**src/rtl/qact_pkg.sv**
```systemverilog
// Package for the quote-aware command tokenizer.
// Holds the byte codes, the result kinds, the scan-mode encoding and the shared structs.
// Has no dependencies of its own.
package qact_pkg;

    // Bytes that steer the scanner.
    localparam logic [7:0] CHAR_NUL    = 8'h00;
    localparam logic [7:0] CHAR_NL     = 8'h0A;
    localparam logic [7:0] CHAR_SPACE  = 8'h20;
    localparam logic [7:0] CHAR_DQUOTE = 8'h22;
    localparam logic [7:0] CHAR_SQUOTE = 8'h27;
    localparam logic [7:0] CHAR_PIPE   = 8'h7C;

    // Result kinds as they appear on the output port.
    localparam logic [2:0] KIND_CHAR = 3'd0;
    localparam logic [2:0] KIND_END  = 3'd1;
    localparam logic [2:0] KIND_PIPE = 3'd2;
    localparam logic [2:0] KIND_EOL  = 3'd3;
    localparam logic [2:0] KIND_ERR  = 3'd4;

    // Scan mode, one-hot.
    typedef enum logic [2:0] {
        MODE_IDLE  = 3'b001,
        MODE_TOKEN = 3'b010,
        MODE_QUOTE = 3'b100
    } mode_t;

    // One result word.
    typedef struct packed {
        logic [2:0] kind;
        logic [7:0] char_out;
        logic       last;
    } result_t;

    // What one input byte does: up to two results and the next scanner state.
    typedef struct packed {
        logic [1:0] count;
        result_t    res0;
        result_t    res1;
        mode_t      next_mode;
        logic       next_dq;
    } decode_t;

endpackage

```
**src/rtl/qact_decode.sv**
```systemverilog
// Byte classifier and next-state logic of the tokenizer.
// Purely combinational; depends on qact_pkg.
module qact_decode import qact_pkg::*; (
    input  logic [7:0] char_i,
    input  mode_t      mode_i,
    input  logic       dq_i,
    output decode_t    dec_o
);

    logic [7:0] closer;
    logic       is_sep;
    logic       is_quote;

    assign closer   = dq_i ? CHAR_DQUOTE : CHAR_SQUOTE;
    assign is_sep   = char_i inside {CHAR_SPACE, CHAR_NL};
    assign is_quote = char_i inside {CHAR_SQUOTE, CHAR_DQUOTE};

    always_comb begin
        dec_o           = '0;
        dec_o.next_mode = mode_i;
        dec_o.next_dq   = dq_i;
        case (mode_i)
            MODE_QUOTE: begin
                if (char_i == CHAR_NUL) begin
                    dec_o.count     = 2'd1;
                    dec_o.res0.kind = KIND_ERR;
                    dec_o.next_mode = MODE_IDLE;
                    dec_o.next_dq   = 1'b0;
                end else if (char_i == closer) begin
                    dec_o.next_mode = MODE_TOKEN;
                end else begin
                    dec_o.count         = 2'd1;
                    dec_o.res0.kind     = KIND_CHAR;
                    dec_o.res0.char_out = char_i;
                end
            end
            MODE_TOKEN: begin
                if (char_i == CHAR_NUL) begin
                    dec_o.count     = 2'd2;
                    dec_o.res0.kind = KIND_END;
                    dec_o.res1.kind = KIND_EOL;
                    dec_o.next_mode = MODE_IDLE;
                end else if (is_sep) begin
                    dec_o.count     = 2'd1;
                    dec_o.res0.kind = KIND_END;
                    dec_o.next_mode = MODE_IDLE;
                end else if (char_i == CHAR_PIPE) begin
                    dec_o.count     = 2'd2;
                    dec_o.res0.kind = KIND_END;
                    dec_o.res1.kind = KIND_PIPE;
                    dec_o.next_mode = MODE_IDLE;
                end else if (is_quote) begin
                    dec_o.next_dq   = (char_i == CHAR_DQUOTE);
                    dec_o.next_mode = MODE_QUOTE;
                end else begin
                    dec_o.count         = 2'd1;
                    dec_o.res0.kind     = KIND_CHAR;
                    dec_o.res0.char_out = char_i;
                end
            end
            default: begin
                // Idle between tokens.
                if (char_i == CHAR_NUL) begin
                    dec_o.count     = 2'd1;
                    dec_o.res0.kind = KIND_EOL;
                    dec_o.next_mode = MODE_IDLE;
                end else if (is_sep) begin
                    dec_o.next_mode = MODE_IDLE;
                end else if (char_i == CHAR_PIPE) begin
                    dec_o.count     = 2'd1;
                    dec_o.res0.kind = KIND_PIPE;
                    dec_o.next_mode = MODE_IDLE;
                end else if (is_quote) begin
                    dec_o.next_dq   = (char_i == CHAR_DQUOTE);
                    dec_o.next_mode = MODE_QUOTE;
                end else begin
                    dec_o.count         = 2'd1;
                    dec_o.res0.kind     = KIND_CHAR;
                    dec_o.res0.char_out = char_i;
                    dec_o.next_mode     = MODE_TOKEN;
                end
            end
        endcase
        dec_o.res0.last = (dec_o.count == 2'd1);
        dec_o.res1.last = 1'b1;
    end

endmodule

```
**src/rtl/quote_aware_command_tokenizer.sv**
```systemverilog
// Top level of the quote-aware command tokenizer.
// Depends on qact_pkg and qact_decode.
//
// The tokenizer takes a command line one byte per word on the s_ channel and
// streams out results on the m_ channel: token characters, token-end marks,
// pipe tokens, an end-of-line mark for a zero byte, and an unclosed-quote error
// when the line ends inside a quoted span. Quote bytes are dropped, and
// everything inside a span is literal. Each input word gives zero, one or two
// result words, and m_last marks the final one for its input word. An input
// word is held in the input register and decoded from there, and its results
// enter a two-word output queue whose head drives the m_ ports. The block takes
// one input word per cycle as long as the results drain at one word per cycle;
// the output port moves one word per cycle while m_ready is high, so a byte
// that gives two results needs two words on the output side. A byte that
// gives no result still advances the scanner state.
module quote_aware_command_tokenizer import qact_pkg::*; (
    input  logic       aclk,
    input  logic       aresetn,
    input  logic       s_valid,
    output logic       s_ready,
    input  logic [7:0] s_char_in,
    output logic       m_valid,
    input  logic       m_ready,
    output logic [2:0] m_kind,
    output logic [7:0] m_char_out,
    output logic       m_last
);

    // Input register.
    logic       in_valid_reg, in_valid_next;
    logic [7:0] in_char_reg;

    // Scanner state.
    mode_t mode_reg, mode_next;
    logic  dq_reg, dq_next;

    // Output queue: entry 0 is the head shown on the m_ ports.
    result_t    q_reg [2];
    result_t    q_next [2];
    logic [1:0] count_reg, count_next;

    decode_t    dec;
    logic       pop;
    logic [1:0] cnt_ap;
    logic [1:0] push_n;
    logic [2:0] room_sum;
    logic [2:0] new_count;
    logic       fits;
    logic       adv;
    result_t    shifted0;

    qact_decode u_decode (
        .char_i (in_char_reg),
        .mode_i (mode_reg),
        .dq_i   (dq_reg),
        .dec_o  (dec)
    );

    assign m_valid    = (count_reg != 2'd0);
    assign m_kind     = q_reg[0].kind;
    assign m_char_out = q_reg[0].char_out;
    assign m_last     = q_reg[0].last;

    assign pop      = m_valid && m_ready;
    assign cnt_ap   = count_reg - {1'b0, pop};
    assign room_sum = {1'b0, cnt_ap} + {1'b0, dec.count};
    assign fits     = (room_sum <= 3'd2);

    // The registered byte retires when all of its results fit in the queue.
    assign adv     = in_valid_reg && fits;
    assign s_ready = !in_valid_reg || adv;
    assign push_n  = adv ? dec.count : 2'd0;

    assign in_valid_next = s_ready ? s_valid : in_valid_reg;
    assign mode_next     = adv ? dec.next_mode : mode_reg;
    assign dq_next       = adv ? dec.next_dq : dq_reg;

    assign shifted0  = pop ? q_reg[1] : q_reg[0];
    assign new_count = {1'b0, cnt_ap} + {1'b0, push_n};

    always_comb begin
        q_next[0] = q_reg[0];
        q_next[1] = q_reg[1];
        // Head slot: keep what remains, else take the first new result.
        if (cnt_ap != 2'd0) begin
            q_next[0] = shifted0;
        end else if (push_n != 2'd0) begin
            q_next[0] = dec.res0;
        end
        // Second slot.
        if (cnt_ap == 2'd2) begin
            q_next[1] = q_reg[1];
        end else if (cnt_ap == 2'd1 && push_n != 2'd0) begin
            q_next[1] = dec.res0;
        end else if (cnt_ap == 2'd0 && push_n == 2'd2) begin
            q_next[1] = dec.res1;
        end
        count_next = new_count[1:0];
    end

    always_ff @(posedge aclk) begin
        if (!aresetn) begin
            in_valid_reg <= 1'b0;
            mode_reg     <= MODE_IDLE;
            dq_reg       <= 1'b0;
            count_reg    <= 2'd0;
        end else begin
            in_valid_reg <= in_valid_next;
            mode_reg     <= mode_next;
            dq_reg       <= dq_next;
            count_reg    <= count_next;
        end
    end

    always_ff @(posedge aclk) begin
        if (s_ready && s_valid) begin
            in_char_reg <= s_char_in;
        end
        q_reg[0] <= q_next[0];
        q_reg[1] <= q_next[1];
    end

endmodule
```
**config.mk**
```make
export PLATFORM = sky130hd
export DESIGN_NAME = quote_aware_command_tokenizer
export DESIGN_NICKNAME = d
export VERILOG_FILES = /design/src/rtl/qact_pkg.sv /design/src/rtl/qact_decode.sv /design/src/rtl/quote_aware_command_tokenizer.sv
export SDC_FILE = /design/constraint.sdc
export NUM_CORES = 1
export LEC_CHECK = 0
export BUFFER_PORTS_ARGS = -buffer_cell sky130_fd_sc_hd__buf_2
export CORE_MARGIN = 8
export CORE_UTILIZATION = 25
export CTS_CLUSTER_DIAMETER = 60
export DETAILED_ROUTE_END_ITERATION = 10
export PLACE_DENSITY_LB_ADDON = 0.25
export SYNTH_ARGS = -nofsm -noshare
export SYNTH_HDL_FRONTEND = slang
export SYNTH_SLANG_ARGS = --single-unit
```
**constraint.sdc**
```tcl
create_clock -name aclk -period 5.04 [get_ports aclk]
set_clock_uncertainty 0.1 [all_clocks]
set_input_delay 0.756 -clock aclk [delete_from_list [all_inputs] [get_ports aclk]]
set_output_delay 0.756 -clock aclk [all_outputs]
set_load 0.01 [all_outputs]
```
==> results of run 1 <==
[synthesized netlist by cell type (all sizes together) (2+ instances only)]
| master | number | area, um^2 |
|---|---|---|
| edfxtp | 32 | 961 |
| nand2 | 27 | 101 |
| o21ai | 17 | 85.1 |
| buf | 14 | 110 |
| nor2 | 12 | 45.0 |
| nor3 | 11 | 60.1 |
| and2 | 7 | 43.8 |
| dfxtp | 7 | 140 |
| nor4 | 6 | 43.8 |
| inv | 5 | 18.8 |
| clkbuf | 4 | 15.0 |
| a21oi | 3 | 15.0 |
| ha | 3 | 37.5 |
| nand3 | 3 | 15.0 |
| nor2b | 3 | 18.8 |
| nor3b | 3 | 27.5 |
| o211ai | 3 | 22.5 |
| o31ai | 3 | 22.5 |
| or3 | 3 | 23.8 |
| xnor2 | 3 | 26.3 |
| a211oi | 2 | 25.0 |
| a31oi | 2 | 18.8 |
| nand3b | 2 | 15.0 |
| nand4 | 2 | 12.5 |
| or2 | 2 | 12.5 |
| or3b | 2 | 17.5 |
| xor2 | 2 | 17.5 |
[metrics by stage]
step            util  hold WS [ns]  std cells
2_1_floorplan      -         0.390        202
3_3_place_gp   0.270         0.412        319
3_5_place_dp   0.270         0.410        319
4_1_cts        0.284         0.430        327
5_1_grt        0.284         0.450        327
6_report       0.284         0.424        327
[cells in the final DEF, fill, tap and decap left out, drive strengths merged, types with 2 or more instances in the layout]
| master | netlist | final |
|---|---|---|
| a211oi | 2 | 2 |
| a21oi | 3 | 3 |
| a31oi | 2 | 2 |
| and2 | 7 | 7 |
| buf | 14 | 27 |
| clkbuf | 4 | 5 |
| clkinv | 0 | 2 |
| dfxtp | 7 | 7 |
| edfxtp | 32 | 32 |
| ha | 3 | 3 |
| inv | 5 | 5 |
| nand2 | 27 | 27 |
| nand3 | 3 | 3 |
| nand3b | 2 | 2 |
| nand4 | 2 | 2 |
| nor2 | 12 | 12 |
| nor2b | 3 | 3 |
| nor3 | 11 | 11 |
| nor3b | 3 | 3 |
| nor4 | 6 | 6 |
| o211ai | 3 | 3 |
| o21ai | 17 | 17 |
| o31ai | 3 | 3 |
| or2 | 2 | 2 |
| or3 | 3 | 3 |
| or3b | 2 | 2 |
| xnor2 | 3 | 3 |
| xor2 | 2 | 2 |
[where the power goes]
group | total (mW) | switching, mW | internal [mW]
registers | 0.513 | 0.0380 | 0.475
clock network | 0.261 | 0.114 | 0.147
logic | 0.526 | 0.340 | 0.187
[logic make-up (layout without fill, tap and decap cells)]
kind of cell,count (synthesis),count (layout),synth area share
AO/OA/AOI/OAI,40,40,0.134
XOR/XNOR,5,5,0.0204
adder cells (fa/ha/maj),4,4,0.0268
buffers and inverters,23,40,0.0671
flip-flops,39,39,0.513
multiplexers,2,2,0.00991
AND/OR/NAND/NOR,89,89,0.229
[final timing paths]
kind	slack, ns	startpoint	endpoint
setup / recovery	0.72	in_char_reg[0]$_DFFE_PP_	q_reg[0][15]$_SDFFCE_PP0P_
hold / removal	0.42	q_reg[0][20]$_SDFFCE_PP0P_	q_reg[0][8]$_DFFE_PP_
setup reg to reg	0.72	in_char_reg[0]$_DFFE_PP_	q_reg[0][15]$_SDFFCE_PP0P_
hold reg to reg	0.42	q_reg[0][20]$_SDFFCE_PP0P_	q_reg[0][8]$_DFFE_PP_
[critical path: stages (launching register included)]
cell	delay, ns
edfxtp_1	0.51
nor4_1	0.51
nand2_1	0.24
a31oi_2	0.23
o21a_1	0.20
ha_1	0.16
inv_1	0.05
fa_1	0.47
nand2b_1	0.17
nor2b_1	0.30
nand3_1	0.38
o2bb2ai_2	0.63
[metal layers]
metal  vias to the layer above  share of wire  GRT usage
met5                         -              0          0
met1                       703           0.49      0.107
met4                         0          0.034     0.0508
li1                        768              -          -
met2                        33           0.43      0.118
met3                         9          0.048     0.0225
[layout make-up]
class,instances,area [um^2],share of cell area
clock inverters,3,43.8,0.0181
repair buffers,27,140,0.0581
multi-input cells,140,906,0.375
well taps,108,135,0.0560
clock buffers,5,68.8,0.0285
flip-flops and latches,39,1100,0.456
inverters,5,18.8,0.00778
==> reports/results.ini, run 1 <==
[route]
drt-initial-drc-count=107
via_count=1513
dr.pass1.iters=4
wl_per_cell_um=13.9
drc=0
drt_wl_total_um=4560
vias_per_cell=4.63
ant_nets=0

[timing]
max_freq_mhz=232
layout_worst_path_cycle_share=0.856
period_needed_ns=4.32
fin_ws_ns=0.725
setup_viol=0
tightest_slew_ns=0.614
rsz0062_at_grt=no
slew_headroom=0.588
final_max_slew_viol_count=0
finalHoldViolCount=0
finalSetupTns_ns=0

[placed_design]
gp_congestion=0.851
post-dp-hpwl_um=3550
dpl_worst_slack_ns=0.778
io_buffers=25
place_area_mm2=0.00230

[setup_path]
reg2reg_depth=11
critPathLaunchType=register
required_ns=4.87
crit_path_end_kind=register
path_max_fanout=12
worstSetupPathType=reg2reg
arrival_ns=4.15

[finish]
drive_gt1_frac=0.224
largest_register_ff_count=24
nFillCells=916
n_antenna_cell=0
nNetsFinal=234
area_growth_pct=12.5
design_area_mm2=0.00241

[min_path]
hold_class=reg2reg
holdPathStages=2

[floorplanning]
ioPinCount=26
rows=34
core-area_mm2=0.00851
fp.dieArea_mm2=0.0118
initial_utilization=0.252
die_h_um=109
die_w_um=109

[power_and_ir_drop]
p_per_area_mw_per_mm2=539
ir_drop_v=0.000136
finalPower_mw=1.30
p_leak_nw=0.835

[logic_synthesis]
yosysWarnings=0
syn_area_mm2=0.00215
ys_types=56
avgSynthCellArea_um2=10.6
synth_fp_nets=218
ys_seq_area_frac=0.513
ys_async_sr_fraction=0
synth_top_flop_cell=edfxtp_1
ys_ff_latch=39
synth_edf_count=32
synth_cells=202

[clock_tree]
path_clk_slew_ns=0.08
cts_max_level=2
cts_tree=yes
post-cts-setup-buffer-count=0
cts_resized=0
cts_root_buf=clkbuf_8
clock-sinks=39
hold_buffers=0
numCtsBuffers=5
clk_path_buf_depth=2
clock_latency_ns=0.29

[grt]
grt_pass1_wl_um=7490
grt_overflow=0
grt_antenna_before_repair=0
grt_pass1_vias=1465
grt_max_degree=23
gr-usage-all-layers=0.0820

[flow_run]
maxCapViolCount=0

[status]
status=finished, final reports clean

Power figures use the tool's default switching activity.
==> run 2, diff against run 1 <==
BUFFER_PORTS_ARGS = -buffer_cell sky130_fd_sc_hd__clkbuf_2   (was -buffer_cell sky130_fd_sc_hd__buf_2)
==> reports/results.ini, run 2 (synthesized netlist as in run 1, its figures left out) <==
[status]
status=finished, final reports clean

[route]
vias_per_cell=4.59
wl_per_cell_um=13.7
ant_nets=0
via_count=1497
drc=0
drt-initial-drc-count=90
drt_wl_total_um=4460
dr.pass1.iters=4

[clock_tree]
clock_latency_ns=0.29
cts_root_buf=clkbuf_8
cts_tree=yes
clock-sinks=39
post-cts-setup-buffer-count=0
hold_buffers=0
cts_resized=0
numCtsBuffers=5
clk_path_buf_depth=2
cts_max_level=2
path_clk_slew_ns=0.08

[grt]
gr-usage-all-layers=0.0792
grt_antenna_before_repair=0
grt_pass1_wl_um=7370
grt_max_degree=23
grt_pass1_vias=1488
grt_overflow=0

[setup_path]
crit_path_end_kind=register
worstSetupPathType=reg2reg
critPathLaunchType=register
path_cells=nor4_1 -> nand2_1 -> a31oi_2 -> o21a_1 -> ha_1 -> inv_1 -> fa_1 -> nand2b_1 -> nor2b_1 -> nand3_1 -> o2bb2ai_2
required_ns=4.87
cp_slowest_cell=o2bb2ai_2
critPathTopFamily=simple AND/OR/NAND/NOR gates
path_max_fanout=12
arrival_ns=4.16
cp_slowest_stage_delay_ns=0.64
path_buf_inv=1

[placed_design]
io_buffers=25
place_area_mm2=0.00229
gp_congestion=0.826
dp.cells=318
post-dp-hpwl_um=3510
dpl_worst_slack_ns=0.779

[timing]
slew_headroom=0.597
fin_ws_ns=0.715
max_freq_mhz=231
period_needed_ns=4.33
final_max_slew_viol_count=0
finalSetupTns_ns=0
tightest_slew_ns=0.602
finalHoldViolCount=0
layout_worst_path_cycle_share=0.858
rsz0062_at_grt=no
whs_ns=0.429
setup_viol=0

[floorplanning]
ioPinCount=26
fp.dieArea_mm2=0.0118
core-area_mm2=0.00851
initial_utilization=0.252
rows=34
die_w_um=109
die_h_um=109

[finish]
nFillCells=908
drive_gt1_frac=0.220
layout.cells.non_filler=326
seq_area_mm2=0.00110
largest_register_ff_count=24
post-route-util=0.283
nNetsFinal=233
area_growth_pct=12.1
n_antenna_cell=0
design_area_mm2=0.00241
layout_commonest_cell=edfxtp_1
multi_input_area_um2=906
final_cell_mix=edfxtp_1, nand2_1, clkbuf_2, o21ai_0, nor2_1

[min_path]
hold_class=reg2reg

[flow_run]
maxCapViolCount=0

[power_and_ir_drop]
p_leak_nw=0.836
p_per_area_mw_per_mm2=540
ir_drop_v=0.000119
finalPower_mw=1.30

[run 2: cell type report]
cell class / count / area share
sequential: 39 / 0.458
multi-input combinational: 140 / 0.376
tap: 108 / 0.0562
timing repair buffer: 26 / 0.0551
clock buffer: 5 / 0.0286
clock inverter: 3 / 0.0182
inverter: 5 / 0.00780
[run 2: power by group]
part           switching [mW]  total, mW  leakage [nW]  internal [mW]
combinational           0.336      0.522         0.422          0.186
clock                   0.116      0.264        0.0581          0.147
sequential             0.0394      0.514         0.356          0.475
total                   0.491       1.30         0.836          0.808
[run 2: worst min-delay path, cell delays in order (launching register included)]
cell	delay [ns]
edfxtp_1	0.33
nand2_1	0.04
o21ai_0	0.05
[run 2: per-layer routing]
metal / track usage / wire length, um / share of wire / vias up
met4: 0.0381 / 78 / 0.017 / 0
li1: - / - / - / 765
met1: 0.102 / 2100 / 0.47 / 684
met5: 0 / 0 / 0 / -
met2: 0.122 / 2040 / 0.46 / 42
met3: 0.0189 / 240 / 0.054 / 6
[run 2: path summary, 6_finish.rpt]
| check | start | slack (ns) | cells after the start | end |
|---|---|---|---|---|
| worst max-delay path | in_char_reg[0]$_DFFE_PP_ | 0.71 | 11 | q_reg[0][15]$_SDFFCE_PP0P_ |
| worst min-delay path | q_reg[0][18]$_SDFFCE_PP0P_ | 0.43 | 2 | q_reg[0][6]$_DFFE_PP_ |
| worst max register to register | in_char_reg[0]$_DFFE_PP_ | 0.71 | 11 | q_reg[0][15]$_SDFFCE_PP0P_ |
| worst min register to register | q_reg[0][18]$_SDFFCE_PP0P_ | 0.43 | 2 | q_reg[0][6]$_DFFE_PP_ |
